**config.mk**
```make
export PLATFORM = sky130hd
export DESIGN_NAME = huber_loss_and_gradient
export DESIGN_NICKNAME = d
export VERILOG_FILES = /design/src/rtl/core/hlg_pkg.sv /design/src/rtl/core/hlg_front.sv /design/src/rtl/core/hlg_queue.sv /design/src/rtl/core/hlg_div.sv /design/src/rtl/core/hlg_back.sv /design/src/rtl/core/huber_loss_and_gradient.sv
export SDC_FILE = /design/constraint.sdc
export NUM_CORES = 2
export LEC_CHECK = 0
export ABC_CLOCK_PERIOD_IN_PS = 10500
export BUFFER_PORTS_ARGS = -buffer_cell sky130_fd_sc_hd__buf_2
export CORE_MARGIN = 2
export CORE_UTILIZATION = 60
export CTS_BUF_LIST = sky130_fd_sc_hd__clkbuf_16
export DETAILED_ROUTE_END_ITERATION = 10
export PLACE_DENSITY = 0.81
export RECOVER_POWER = 50
export SYNTH_ARGS = -nofsm -noshare
export SYNTH_HDL_FRONTEND = slang
export SYNTH_HIERARCHICAL = 1
export SYNTH_SLANG_ARGS = --single-unit
```
**constraint.sdc**
```tcl
create_clock -name clk -period 10.5 [get_ports clk]
set_input_delay 0 -clock clk [delete_from_list [all_inputs] [get_ports clk]]
set_output_delay 0 -clock clk [all_outputs]
set_load 0.1 [all_outputs]
```
**src/rtl/core/hlg_pkg.sv**
```systemverilog
`default_nettype none

package hlg_pkg;

  localparam int DELTA_W  = 31;  // huber_delta
  localparam int CNT_W    = 21;  // element_count
  localparam int DATA_W   = 32;  // prediction, target_value, gradient
  localparam int MAG_W    = 33;  // |prediction - target_value|
  localparam int OPB_W    = 34;  // second multiplier operand, up to 2*|d|
  localparam int HALF_W   = 17;  // operand B is multiplied in two halves
  localparam int PROD_W   = 48;  // 31 x 17 partial product
  localparam int ACC_W    = 48;
  localparam int TOTAL_W  = 47;
  localparam int DIV_W    = 48;  // divider dividend / quotient
  localparam int STEP_W   = $clog2(DIV_W);
  localparam int IDX_W    = 2;
  localparam int QDEPTH   = 2;
  localparam int QPTR_W   = 1;

  localparam logic [IDX_W-1:0] REG_DELTA = 2'd0;
  localparam logic [IDX_W-1:0] REG_MODE  = 2'd1;
  localparam logic [IDX_W-1:0] REG_COUNT = 2'd2;

  typedef struct packed {
    logic [DELTA_W-1:0] delta;
    logic               mean;    // 1: mean reduction, 0: sum
    logic [CNT_W-1:0]   count;
  } cfg_t;

  localparam cfg_t CFG_RESET = '{delta: 31'd65536, mean: 1'b1, count: 21'd1};

  // One classified element on its way from front to back
  typedef struct packed {
    logic             neg;
    logic             quad;   // |d| <= delta
    logic [MAG_W-1:0] mag;
  } q_entry_t;

  typedef struct packed {
    logic             start;
    logic [DIV_W-1:0] dividend;
    logic [CNT_W-1:0] divisor;
  } div_req_t;

  typedef struct packed {
    logic             done;
    logic [DIV_W-1:0] quotient;
  } div_rsp_t;

endpackage

`default_nettype wire

```
**src/rtl/core/hlg_front.sv**
```systemverilog
`default_nettype none

module hlg_front (
  input  logic                          clk,
  input  logic                          rst,
  input  logic                          in_valid,
  output logic                          in_stall,
  input  logic signed [hlg_pkg::DATA_W-1:0] prediction,
  input  logic signed [hlg_pkg::DATA_W-1:0] target_value,
  input  logic [hlg_pkg::DELTA_W-1:0]   delta,
  input  logic                          q_full,
  output logic                          q_push,
  output hlg_pkg::q_entry_t             q_wdata
);
  import hlg_pkg::*;

  logic             stage_valid;
  logic [MAG_W-1:0] diff;
  logic [MAG_W-1:0] mag;
  logic             accept;

  assign q_push   = stage_valid && !q_full;
  assign in_stall = stage_valid && q_full;
  assign accept   = in_valid && !in_stall;

  always_ff @(posedge clk) begin
    if (rst) begin
      stage_valid <= 1'b0;
    end else if (accept) begin
      stage_valid <= 1'b1;
    end else if (q_push) begin
      stage_valid <= 1'b0;
    end
  end

  // exact 33-bit difference
  always_ff @(posedge clk) begin
    if (accept) begin
      diff <= {prediction[DATA_W-1], prediction} - {target_value[DATA_W-1], target_value};
    end
  end

  assign mag = diff[MAG_W-1] ? (MAG_W'(0) - diff) : diff;

  assign q_wdata.neg  = diff[MAG_W-1];
  assign q_wdata.quad = (mag <= {{(MAG_W-DELTA_W){1'b0}}, delta});
  assign q_wdata.mag  = mag;

endmodule

`default_nettype wire

```
**src/rtl/core/hlg_queue.sv**
```systemverilog
`default_nettype none

module hlg_queue (
  input  logic              clk,
  input  logic              rst,
  input  logic              push,
  input  hlg_pkg::q_entry_t wdata,
  output logic              full,
  input  logic              pop,
  output logic              empty,
  output hlg_pkg::q_entry_t rdata
);
  import hlg_pkg::*;

  q_entry_t          slots [QDEPTH];
  logic [QPTR_W-1:0] wr_ptr;
  logic [QPTR_W-1:0] rd_ptr;
  logic [QPTR_W:0]   fill;

  assign full  = (fill == (QPTR_W+1)'(QDEPTH));
  assign empty = (fill == '0);
  assign rdata = slots[rd_ptr];

  always_ff @(posedge clk) begin
    if (rst) begin
      wr_ptr <= '0;
      rd_ptr <= '0;
      fill   <= '0;
    end else begin
      if (push) wr_ptr <= wr_ptr + 1'b1;
      if (pop)  rd_ptr <= rd_ptr + 1'b1;
      if (push && !pop) begin
        fill <= fill + 1'b1;
      end else if (pop && !push) begin
        fill <= fill - 1'b1;
      end
    end
  end

  always_ff @(posedge clk) begin
    if (push) slots[wr_ptr] <= wdata;
  end

endmodule

`default_nettype wire

```
**src/rtl/core/hlg_div.sv**
```systemverilog
`default_nettype none

// Restoring divider, one quotient bit per cycle.
module hlg_div (
  input  logic              clk,
  input  logic              rst,
  input  hlg_pkg::div_req_t req,
  output hlg_pkg::div_rsp_t rsp
);
  import hlg_pkg::*;

  localparam logic [STEP_W-1:0] LAST_STEP = STEP_W'(DIV_W - 1);

  logic              busy;
  logic              done;
  logic [STEP_W-1:0] steps;
  logic [DIV_W-1:0]  quo;
  logic [CNT_W-1:0]  rem;
  logic [CNT_W-1:0]  dvs;
  logic [CNT_W:0]    rem_shift;
  logic [CNT_W:0]    rem_diff;
  logic              fits;

  assign rem_shift = {rem, quo[DIV_W-1]};
  assign rem_diff  = rem_shift - {1'b0, dvs};
  assign fits      = (rem_shift >= {1'b0, dvs});

  assign rsp.done     = done;
  assign rsp.quotient = quo;

  always_ff @(posedge clk) begin
    if (rst) begin
      busy <= 1'b0;
      done <= 1'b0;
    end else begin
      done <= 1'b0;
      if (req.start) begin
        busy <= 1'b1;
      end else if (busy && steps == '0) begin
        busy <= 1'b0;
        done <= 1'b1;
      end
    end
  end

  always_ff @(posedge clk) begin
    if (req.start) begin
      quo   <= req.dividend;
      rem   <= '0;
      dvs   <= req.divisor;
      steps <= LAST_STEP;
    end else if (busy) begin
      steps <= steps - 1'b1;
      if (fits) begin
        rem <= rem_diff[CNT_W-1:0];
        quo <= {quo[DIV_W-2:0], 1'b1};
      end else begin
        rem <= rem_shift[CNT_W-1:0];
        quo <= {quo[DIV_W-2:0], 1'b0};
      end
    end
  end

endmodule

`default_nettype wire

```
**src/rtl/core/hlg_back.sv**
```systemverilog
`default_nettype none

module hlg_back #(
  parameter int unsigned COUNT_LIMIT = 1048576
) (
  input  logic                              clk,
  input  logic                              rst,
  input  hlg_pkg::cfg_t                     cfg,
  input  logic                              q_empty,
  input  hlg_pkg::q_entry_t                 q_data,
  output logic                              q_pop,
  output hlg_pkg::div_req_t                 div_req,
  input  hlg_pkg::div_rsp_t                 div_rsp,
  output logic                              out_valid,
  input  logic                              out_stall,
  output logic signed [hlg_pkg::DATA_W-1:0] gradient,
  output logic [hlg_pkg::TOTAL_W-1:0]       loss_total,
  output logic                              last
);
  import hlg_pkg::*;

  localparam logic [3:0] S_IDLE   = 4'd0;
  localparam logic [3:0] S_PREP   = 4'd1;
  localparam logic [3:0] S_MUL_LO = 4'd2;
  localparam logic [3:0] S_MUL_HI = 4'd3;
  localparam logic [3:0] S_SUM    = 4'd4;
  localparam logic [3:0] S_ACC    = 4'd5;
  localparam logic [3:0] S_GDIV   = 4'd6;
  localparam logic [3:0] S_TDIV   = 4'd7;
  localparam logic [3:0] S_OUT    = 4'd8;

  logic [3:0]         state;
  logic [3:0]         state_next;

  logic               ent_neg;
  logic               ent_quad;
  logic [MAG_W-1:0]   ent_mag;
  logic [DELTA_W-1:0] a_op;
  logic [OPB_W-1:0]   b_op;
  logic [DELTA_W-1:0] gmag;
  logic [PROD_W-1:0]  prod_lo;
  logic [PROD_W-1:0]  prod_hi;
  logic [ACC_W-1:0]   eloss;
  logic [ACC_W-1:0]   acc;
  logic [CNT_W-1:0]   seen;
  logic               is_last;
  logic [ACC_W-1:0]   tot_src;
  logic [DIV_W-1:0]   total;

  logic [CNT_W-1:0]   cnt;
  logic [HALF_W-1:0]  mul_b;
  logic [PROD_W-1:0]  product;
  logic [ACC_W:0]     sum_ext;
  logic [ACC_W-1:0]   acc_new;
  logic [CNT_W-1:0]   seen_inc;
  logic               last_now;
  logic               need_div;
  logic               out_free;

  // effective pass length: zero acts as one, clamp at the limit
  always_comb begin
    if (cfg.count == '0) begin
      cnt = CNT_W'(1);
    end else if (32'(cfg.count) > 32'(COUNT_LIMIT)) begin
      cnt = CNT_W'(COUNT_LIMIT);
    end else begin
      cnt = cfg.count;
    end
  end

  assign need_div = cfg.mean && (cnt != CNT_W'(1));
  assign out_free = !out_valid || !out_stall;
  assign q_pop    = (state == S_IDLE) && !q_empty;

  // one shared 31x17 multiplier, low half then high half of operand B
  assign mul_b   = (state == S_MUL_LO) ? b_op[HALF_W-1:0] : b_op[OPB_W-1:HALF_W];
  assign product = {{(PROD_W-DELTA_W){1'b0}}, a_op} * {{(PROD_W-HALF_W){1'b0}}, mul_b};

  assign sum_ext  = {1'b0, acc} + {1'b0, eloss};
  assign acc_new  = sum_ext[ACC_W] ? {ACC_W{1'b1}} : sum_ext[ACC_W-1:0];
  assign seen_inc = seen + 1'b1;
  assign last_now = (seen_inc >= cnt);

  assign div_req.start    = ((state == S_ACC) && need_div)
                          || ((state == S_GDIV) && div_rsp.done && is_last);
  assign div_req.dividend = (state == S_ACC) ? DIV_W'(gmag) : tot_src;
  assign div_req.divisor  = cnt;

  always_comb begin
    state_next = state;
    case (state)
      S_IDLE:   if (!q_empty) state_next = S_PREP;
      S_PREP:   state_next = S_MUL_LO;
      S_MUL_LO: state_next = S_MUL_HI;
      S_MUL_HI: state_next = S_SUM;
      S_SUM:    state_next = S_ACC;
      S_ACC:    state_next = need_div ? S_GDIV : S_OUT;
      S_GDIV:   if (div_rsp.done) state_next = is_last ? S_TDIV : S_OUT;
      S_TDIV:   if (div_rsp.done) state_next = S_OUT;
      S_OUT:    if (out_free) state_next = S_IDLE;
      default:  state_next = S_IDLE;
    endcase
  end

  always_ff @(posedge clk) begin
    if (rst) begin
      state     <= S_IDLE;
      out_valid <= 1'b0;
      acc       <= '0;
      seen      <= '0;
    end else begin
      state <= state_next;
      if (state == S_OUT && out_free) begin
        out_valid <= 1'b1;
      end else if (!out_stall) begin
        out_valid <= 1'b0;
      end
      if (state == S_ACC) begin
        if (last_now) begin
          acc  <= '0;
          seen <= '0;
        end else begin
          acc  <= acc_new;
          seen <= seen_inc;
        end
      end
    end
  end

  always_ff @(posedge clk) begin
    case (state)
      S_IDLE: begin
        ent_neg  <= q_data.neg;
        ent_quad <= q_data.quad;
        ent_mag  <= q_data.mag;
      end
      S_PREP: begin
        if (ent_quad) begin
          a_op <= ent_mag[DELTA_W-1:0];
          b_op <= {1'b0, ent_mag};
          gmag <= ent_mag[DELTA_W-1:0];
        end else begin
          a_op <= cfg.delta;
          b_op <= {ent_mag, 1'b0} - {{(OPB_W-DELTA_W){1'b0}}, cfg.delta};
          gmag <= cfg.delta;
        end
      end
      S_MUL_LO: prod_lo <= product;
      S_MUL_HI: prod_hi <= product;
      // (hi * 2^17 + lo) >> 17
      S_SUM:    eloss <= prod_hi + {{HALF_W{1'b0}}, prod_lo[PROD_W-1:HALF_W]};
      S_ACC: begin
        is_last <= last_now;
        tot_src <= acc_new;
        total   <= acc_new;
      end
      S_GDIV: if (div_rsp.done) gmag <= div_rsp.quotient[DELTA_W-1:0];
      S_TDIV: if (div_rsp.done) total <= div_rsp.quotient;
      S_OUT: begin
        if (out_free) begin
          gradient <= ent_neg ? (DATA_W'(0) - {1'b0, gmag}) : {1'b0, gmag};
          last     <= is_last;
          if (!is_last) begin
            loss_total <= '0;
          end else if (total[DIV_W-1]) begin
            loss_total <= {TOTAL_W{1'b1}};
          end else begin
            loss_total <= total[TOTAL_W-1:0];
          end
        end
      end
      default: ;
    endcase
  end

endmodule

`default_nettype wire

```
**src/rtl/core/huber_loss_and_gradient.sv**
```systemverilog
// Channel | Direction | Handshake           | Payload
// in      | input     | in_valid / in_stall | prediction, target_value (Q16.16 signed)
// out     | output    | out_valid/out_stall | gradient, loss_total, last
// cfg     | input     | cfg_write           | cfg_index, cfg_data (no read-back)
//
// Back end takes one element at a time through idle, prep, low and high multiply,
// sum, accumulate and output states in sum mode or with a pass length of one.
// Mean mode with a longer pass adds a gradient divide, and the element that closes
// the pass adds one for the total, both on the shared one-bit-per-cycle divider.
// Front end takes a transfer every cycle until its stage and the 2-entry queue fill.
// Reset clears accumulator, element count, queue and valids; config regs reload.
`default_nettype none

module huber_loss_and_gradient #(
  parameter int unsigned COUNT_LIMIT = 1048576
) (
  input  logic                              clk,
  input  logic                              rst,
  // config write port
  input  logic                              cfg_write,
  input  logic [hlg_pkg::IDX_W-1:0]         cfg_index,
  input  logic [hlg_pkg::DELTA_W-1:0]       cfg_data,
  // element stream in
  input  logic                              in_valid,
  output logic                              in_stall,
  input  logic signed [hlg_pkg::DATA_W-1:0] prediction,
  input  logic signed [hlg_pkg::DATA_W-1:0] target_value,
  // result stream out
  output logic                              out_valid,
  input  logic                              out_stall,
  output logic signed [hlg_pkg::DATA_W-1:0] gradient,
  output logic [hlg_pkg::TOTAL_W-1:0]       loss_total,
  output logic                              last
);
  import hlg_pkg::*;

  cfg_t     cfg;
  logic     q_full;
  logic     q_empty;
  logic     q_push;
  logic     q_pop;
  q_entry_t q_wdata;
  q_entry_t q_rdata;
  div_req_t div_req;
  div_rsp_t div_rsp;

  // Config registers. Writes must only arrive while the block is idle (the block does
  // not enforce this), so the datapath reads them directly with no shadow copy.
  always_ff @(posedge clk) begin
    if (rst) begin
      cfg <= CFG_RESET;
    end else if (cfg_write) begin
      case (cfg_index)
        REG_DELTA: cfg.delta <= cfg_data;
        REG_MODE:  cfg.mean  <= cfg_data[0];
        REG_COUNT: cfg.count <= cfg_data[CNT_W-1:0];
        default: ;  // unmapped index: write dropped
      endcase
    end
  end

  // Front: one register for the exact 33-bit difference, then abs and the
  // delta compare on the way into the queue.
  hlg_front u_front (
    .clk          (clk),
    .rst          (rst),
    .in_valid     (in_valid),
    .in_stall     (in_stall),
    .prediction   (prediction),
    .target_value (target_value),
    .delta        (cfg.delta),
    .q_full       (q_full),
    .q_push       (q_push),
    .q_wdata      (q_wdata)
  );

  // Short queue decouples the classifier from the multi-cycle back end.
  hlg_queue u_queue (
    .clk   (clk),
    .rst   (rst),
    .push  (q_push),
    .wdata (q_wdata),
    .full  (q_full),
    .pop   (q_pop),
    .empty (q_empty),
    .rdata (q_rdata)
  );

  // Back: element loss via split multiply, saturating accumulate, mean
  // divides, output register.
  hlg_back #(
    .COUNT_LIMIT (COUNT_LIMIT)
  ) u_back (
    .clk        (clk),
    .rst        (rst),
    .cfg        (cfg),
    .q_empty    (q_empty),
    .q_data     (q_rdata),
    .q_pop      (q_pop),
    .div_req    (div_req),
    .div_rsp    (div_rsp),
    .out_valid  (out_valid),
    .out_stall  (out_stall),
    .gradient   (gradient),
    .loss_total (loss_total),
    .last       (last)
  );

  // Shared divider: gradient / count, then total / count on the closing element.
  hlg_div u_div (
    .clk (clk),
    .rst (rst),
    .req (div_req),
    .rsp (div_rsp)
  );

endmodule

`default_nettype wire

```
==> Word-level counts from Yosys, hierarchy flattened <==
Memories as Yosys holds them, arrays and structs flattened. A register that Yosys moved wholly into a read port is not among the register bits.
Cells that the tools add are included.
{ "totals": {"latch_bits": 0, "reg_bits": 680, "output_inout_bits": 82, "romBits": 0, "n_memories": 1, "word_cells": 146, "input_bits": 102, "ramBits": 70} }
{ "memory_table": {"columns": ["name", "words", "width", "read_ports", "rd_clocked_by_memory_dff", "wr", "line_no", "rtl"], "rows": [
  ["u_queue.slots", 2, 35, 1, 1, 1, "hlg_queue.sv:15", "q_entry_t slots [QDEPTH];"]
]} }
{ "classes": {"n_mux": 38, "n_eq_ne": 17, "n_lt_le_gt_ge": 4, "addsub": 13, "bitwise_logic": 0, "div_mod_pow": 0, "shifts": 0, "reduce_logical": 40, "n_mul": 1} }
{ "ops": {"columns": ["cell", "count"], "rows": [
  ["$mux 48", 6],
  ["$pmux 48 s2", 1],
  ["$mux 31", 3],
  ["$mux 21", 4],
  ["$mux 33", 2],
  ["$pmux 31 s2", 1],
  ["$add 48x48->49", 1],
  ["$add 48x31->48", 1],
  ["$mul 31x17->48", 1],
  ["$mux 47", 1],
  ["$pmux 4 s9", 1],
  ["$sub 34x31->34", 1],
  ["$le 33x31->1", 1],
  ["$sub 1x33->33 const A", 1],
  ["$sub 32x32->33", 1],
  ["$sub 1x31->32 const A", 1],
  ["$mux 4", 6],
  ["$ge 22x21->1", 1],
  ["$add 21x1->21 const B", 1],
  ["$ge 21x21->1", 1],
  ["$gt 21x21->1 const B", 1],
  ["$logic_not 21->1", 1],
  ["$ne 21x1->1 const B", 1],
  ["$sub 21x21->21", 1],
  ["25 further kinds", 73]
]} }

==> Depth between registers and ports, before layout <==
{ "depth": {"depth_word": 8, "ltp_mapped": 31, "ltp_nobuf": 27} }

==> Cells and area by module <==
Netlist, hierarchy kept.
{ "by_module_without_submodules": {"columns": ["mod", "area_each_um2", "cells_each", "seq_area_each_um2", "instances"], "rows": [
  ["hlg_back", 43227.7, 4404, 14513.9, 1],
  ["hlg_div", 5089.9, 432, 2652.5, 1],
  ["hlg_front", 4310.4, 523, 1011.0, 1],
  ["hlg_queue", 2731.4, 131, 2202.1, 1],
  ["huber_loss_and_gradient", 2264.7, 210, 1061.0, 1]
]} }

==> Worst setup path after synthesis <==
OpenSTA, ideal clock, no wires.
{ "synth_timing": {"path_kind": "register to register", "startpoint": "register u_back.state[0]", "endpoint": "register u_back.prod_hi[47] (data pin)", "stages_incl_launch_ff": 31, "required_time_ns": 10.236, "arrival_ns": 8.355, "n_path_buf": 3, "setup_time_ns": 0.264, "path_slack_ns": 1.881, "path_cell_list": "dfxtp_1 clkbuf_1 nand2b_1 nor3_1 clkbuf_1 mux2_2 clkbuf_1 and2_1 fa_1 inv_1 fa_1 inv_1 fa_1 inv_1 fa_1 inv_1 fa_1 inv_1 fa_1 inv_1 ha_1 o21ai_0 o21bai_1 a21o_1 a221o_1 a221oi_1 o22ai_1 o21ai_1 o21a_1 o21ai_1 xnor2_1"} }
{ "synth_via": {"elab_chain_cells": 3} }
{ "synth_lines": {"columns": ["item", "line_no", "rtl"], "rows": [
  ["from (decl)", "hlg_back.sv:32", "logic [3:0] state;"],
  ["from (signal assigned)", "hlg_back.sv:112", "state <= state_next;"],
  ["$eq 4x2->1", "hlg_back.sv:76", "assign mul_b = (state == S_MUL_LO) ? b_op[HALF_W-1:0] : b_op[OPB_W-1:HALF_W];"],
  ["$mux 17", "hlg_back.sv:76", null],
  ["$mul 31x17->48", "hlg_back.sv:77", "assign product = {{(PROD_W-DELTA_W){1'b0}}, a_op} * {{(PROD_W-HALF_W){1'b0}}, mul_b};"],
  ["named net u_back.product[47]", "hlg_back.sv:52", "logic [PROD_W-1:0] product;"],
  ["to (signal assigned)", "hlg_back.sv:149", "S_MUL_HI: prod_hi <= product;"],
  ["to (decl)", "hlg_back.sv:42", "logic [PROD_W-1:0] prod_hi;"]
]} }
The timed path passes the listed nets, and every way through them passes these cells.
A chain may end at the register's enable or synchronous reset.

==> Final worst setup path <==
{ "layout_timing": {"startpoint": "register u_back.state[1]", "endpoint": "register u_back.prod_lo[47] (data pin)"} }
{ "layout_via": {"elab_chain_cells": 3} }
{ "layout_lines": {"columns": ["item", "line_no", "rtl"], "rows": [
  ["$eq 4x2->1", "hlg_back.sv:76", null],
  ["$mux 17", "hlg_back.sv:76", null],
  ["$mul 31x17->48", "hlg_back.sv:77", null],
  ["named net u_back.product[47]", "hlg_back.sv:52", null],
  ["to (signal assigned)", "hlg_back.sv:148", "S_MUL_LO: prod_lo <= product;"],
  ["to (decl)", "hlg_back.sv:41", "logic [PROD_W-1:0] prod_lo;"]
]} }
The timed path passes the listed nets, and every way through them passes these cells.

==> impl_metrics.env <==
export IMPL_clock_fmax_mhz=111
export IMPL_final_min_clock_period_ps=8990
export IMPL_fillers=7142
export IMPL_worst_hold_slack_ps=43.2
export IMPL_start_util=0.606
export IMPL_end_kind="flip-flop"
export IMPL_drtIter0Drc=4100
export IMPL_crit_family="adder cells"
export IMPL_arrival_ps=9450
export IMPL_grt_overflow=0
export IMPL_slew_violations=660
export IMPL_drv_cap=14
export IMPL_yosys_warnings=6
export IMPL_hold_class="in2reg"
export IMPL_met3_usage=0.0576
export IMPL_via_count=42651
export IMPL_die_h_um=314
export IMPL_post_cts_setup_buffers=0
export IMPL_rrSetupSlack_ps=1510
export IMPL_tns_ps=0
export IMPL_cts_buffers=81
export IMPL_coreArea_um2=95200
export IMPL_violations="capacitance limit, slew limit"
export IMPL_synth_area_leaders="edfxtp_1 (32%), fa_1 (15%), ha_1 (7.4%), dfxtp_1 (5.6%), inv_1 (4.8%)"
export IMPL_cp_max_fo=31
export IMPL_synth_edf_count=606
export IMPL_crit_path_max_incr_delay_ps=720
export IMPL_routed_wl_um=150000
export IMPL_syn_nets=6582
export IMPL_drt_pass1_iter_count=6
export IMPL_setup_violations=0
export IMPL_netlist_instances=5700
export IMPL_place_gp_congestion=0.948
export IMPL_synth_seq_cells=768
export IMPL_drc=0
export IMPL_cp_startpoint="u_back/state[1]$_SDFFE_PP0P_"
export IMPL_cts_sinks=768
export IMPL_cts_tree="yes"
export IMPL_worstHoldStart="target_value[18]"
export IMPL_period_share=0.856
export IMPL_fin_nets=6742
export IMPL_area_growth_pct=9.30
export IMPL_finalHoldViolCount=0
export IMPL_grt_max_degree=97
export IMPL_drive_above_1_share=0.0757
export IMPL_max_slew_worst_pin_slew_ps=3410
export IMPL_dieArea_um2=98500
export IMPL_cp_common_cell="fa_1"
export IMPL_grt_pass1_vias=42619
export IMPL_synth_top_cell_by_area="edfxtp_1"
export IMPL_synth_area_um2=57600
export IMPL_ios=184
export IMPL_status="finished, violations left"
export IMPL_hpwlAfterDp_um=112000
export IMPL_synth_cell_types=99
export IMPL_clk_latency_ps=660
export IMPL_cts_htree_levels=3
export IMPL_rows=113
export IMPL_grt_use_total=0.303
export IMPL_grt_busiest_layer="met2"
export IMPL_antenna_left=0
export IMPL_relSlewSlack=-1.27
export IMPL_skew_ps=48.2
export IMPL_multi_input_area_um2=32400
export IMPL_criticalPathCategory="reg2reg"
export IMPL_clock_path_buffers=3
export IMPL_antenna_found_initial=7
export IMPL_netlist_area_leader_share=0.316
export IMPL_ys_seq_area_frac=0.372
export IMPL_crit_buf_inv=5
export IMPL_grt_pass1_wl_um=234000
export IMPL_root_buffer="clkbuf_16"
export IMPL_ff_latch_area_um2=21400
export IMPL_crit_required_ps=10960
export IMPL_die_x_um=314
export IMPL_ctsHoldBuffers=112
export IMPL_critPathLaunchType="flip-flop"
export IMPL_synth_ff_type="edfxtp_1"
export IMPL_avgSynthCellArea_um2=10.1
export IMPL_io_buffers=183
export IMPL_wire_per_inst_um=20.8
export IMPL_cts_resized=0
export IMPL_cp_slowest_cell="nor3_2"
export IMPL_grtUsageMet1=0.406
export IMPL_rsz0062_at_grt="false"
export IMPL_gr_usage_met2=0.487
export IMPL_r2r_start="u_back/state[1]$_SDFFE_PP0P_"
export IMPL_detail_route_vias_per_cell=5.93
export IMPL_synthArstFlopShare=0
export IMPL_clk_pin_slew_ps=60
-- worst register-to-register path, stage by stage, from the launching register on --
cell and delay (ps):
dfxtp_1 510, nand2b_1 150, nor3_2 720, buf_4 340, mux2_2 590, and2_1 280
fa_1 540, inv_1 60, fa_1 480, inv_1 60, fa_1 500, fa_1 530
fa_1 550, inv_1 60, fa_1 530, inv_1 50, ha_1 340, a21o_1 180
a21o_1 180, a21o_1 190, a21o_1 180, a221oi_1 550, o22ai_1 320, o21ai_1 340
o21a_1 220, o21ai_1 90, xnor2_1 260
-- final timing paths --
| kind | to | cells past startpoint |
|---|---|---|
| min reg2reg | u_back/acc[23]$_SDFFE_PP0P_ | 2 |
| max | u_back/prod_lo[47]$_DFFE_PP_ | 26 |
| min | u_front/diff[18]$_DFFE_PP_ | 5 |
| max reg2reg | u_back/prod_lo[47]$_DFFE_PP_ | 26 |
-- routing by layer --
| layer | share of wire | wire (um) |
|---|---|---|
| met5 | 0.0013 | 196 |
| met2 | 0.47 | 70000 |
| met1 | 0.40 | 60600 |
| met4 | 0.044 | 6550 |
| met3 | 0.083 | 12400 |
-- registers in the layout, indices dropped and copies added (netlist names), 31 cells and up, named ones only --
signal,count
u_back/eloss,48
u_back/prod_hi,48
u_back/gradient,32
u_back/ent_mag,33
u_back/tot_src,48
cfg,53
u_div/quo,48
u_front/diff,33
u_back/loss_total,47
u_back/total,48
u_back/b_op,33
u_back/a_op,31
u_back/gmag,31
u_queue/slots,70
u_back/prod_lo,31
u_back/acc,48
-- synthesized netlist by cell type (105+ instances only) --
cell type,count
a21o_1,105
a21oi_1,256
and2_1,227
clkbuf_1,217
dfxtp_1,162
edfxtp_1,606
fa_1,439
ha_1,341
inv_1,742
mux2_2,161
nand2_1,726
nand2b_1,122
nor2_1,218
o21ai_0,180
xnor2_1,180
-- cells in the final DEF (no fill, tap or decap), types with 12 or more instances in the layout --
cell type,instances
a211oi_1,44
a21o_1,105
a21oi_1,255
a22oi_1,34
a31oi_1,33
and2_1,225
and3_1,38
buf_2,100
buf_4,20
clkbuf_1,96
clkbuf_16,84
clkinv_1,13
clkinv_2,18
dfxtp_1,162
dlygate4sd3_1,112
edfxtp_1,606
fa_1,439
ha_1,341
inv_1,760
mux2_2,157
mux2i_1,71
nand2_1,725
nand2b_1,122
nand3_1,92
nand3b_1,13
nand4_1,45
nor2_1,217
nor2b_1,32
nor3_1,53
nor4_1,22
o211ai_1,23
o21a_1,94
o21ai_0,181
o21ai_1,48
o21bai_1,23
o31ai_1,34
or2_2,12
xnor2_1,180
xor2_1,98
-- metrics by stage --
stage / std cells / util / worst slack, ps / area, um^2
2_1_floorplan: 5700 / - / 1880 / 57600
3_3_place_gp: 6929 / 0.624 / 1810 / 59400
3_5_place_dp: 6929 / 0.624 / 1570 / 59400
4_1_cts: 7193 / 0.664 / 1550 / 63200
5_1_grt: 7195 / 0.662 / 1110 / 63000
6_report: 7198 / 0.662 / 1510 / 63000
-- area by class of cell --
cell class	count	area share
antenna	4	0.000159
clock buffer	84	0.0334
clock inverter	68	0.00868
inverter	746	0.0445
multi-input combinational	3935	0.514
sequential	768	0.340
tap	1265	0.0251
timing repair buffer	328	0.0338
-- kinds of logic after synthesis --
kind of cell             synth area share
AND/OR/NAND/NOR                     0.140
AO/OA/AOI/OAI                       0.109
flip-flops                          0.372
XOR/XNOR                           0.0423
adder cells (fa/ha/maj)             0.227
buffers and inverters              0.0665
multiplexers                       0.0438
Power is left out: the tool's default activity adds up to more than one toggle a clock period on the data nets, which glitch-free logic cannot reach.
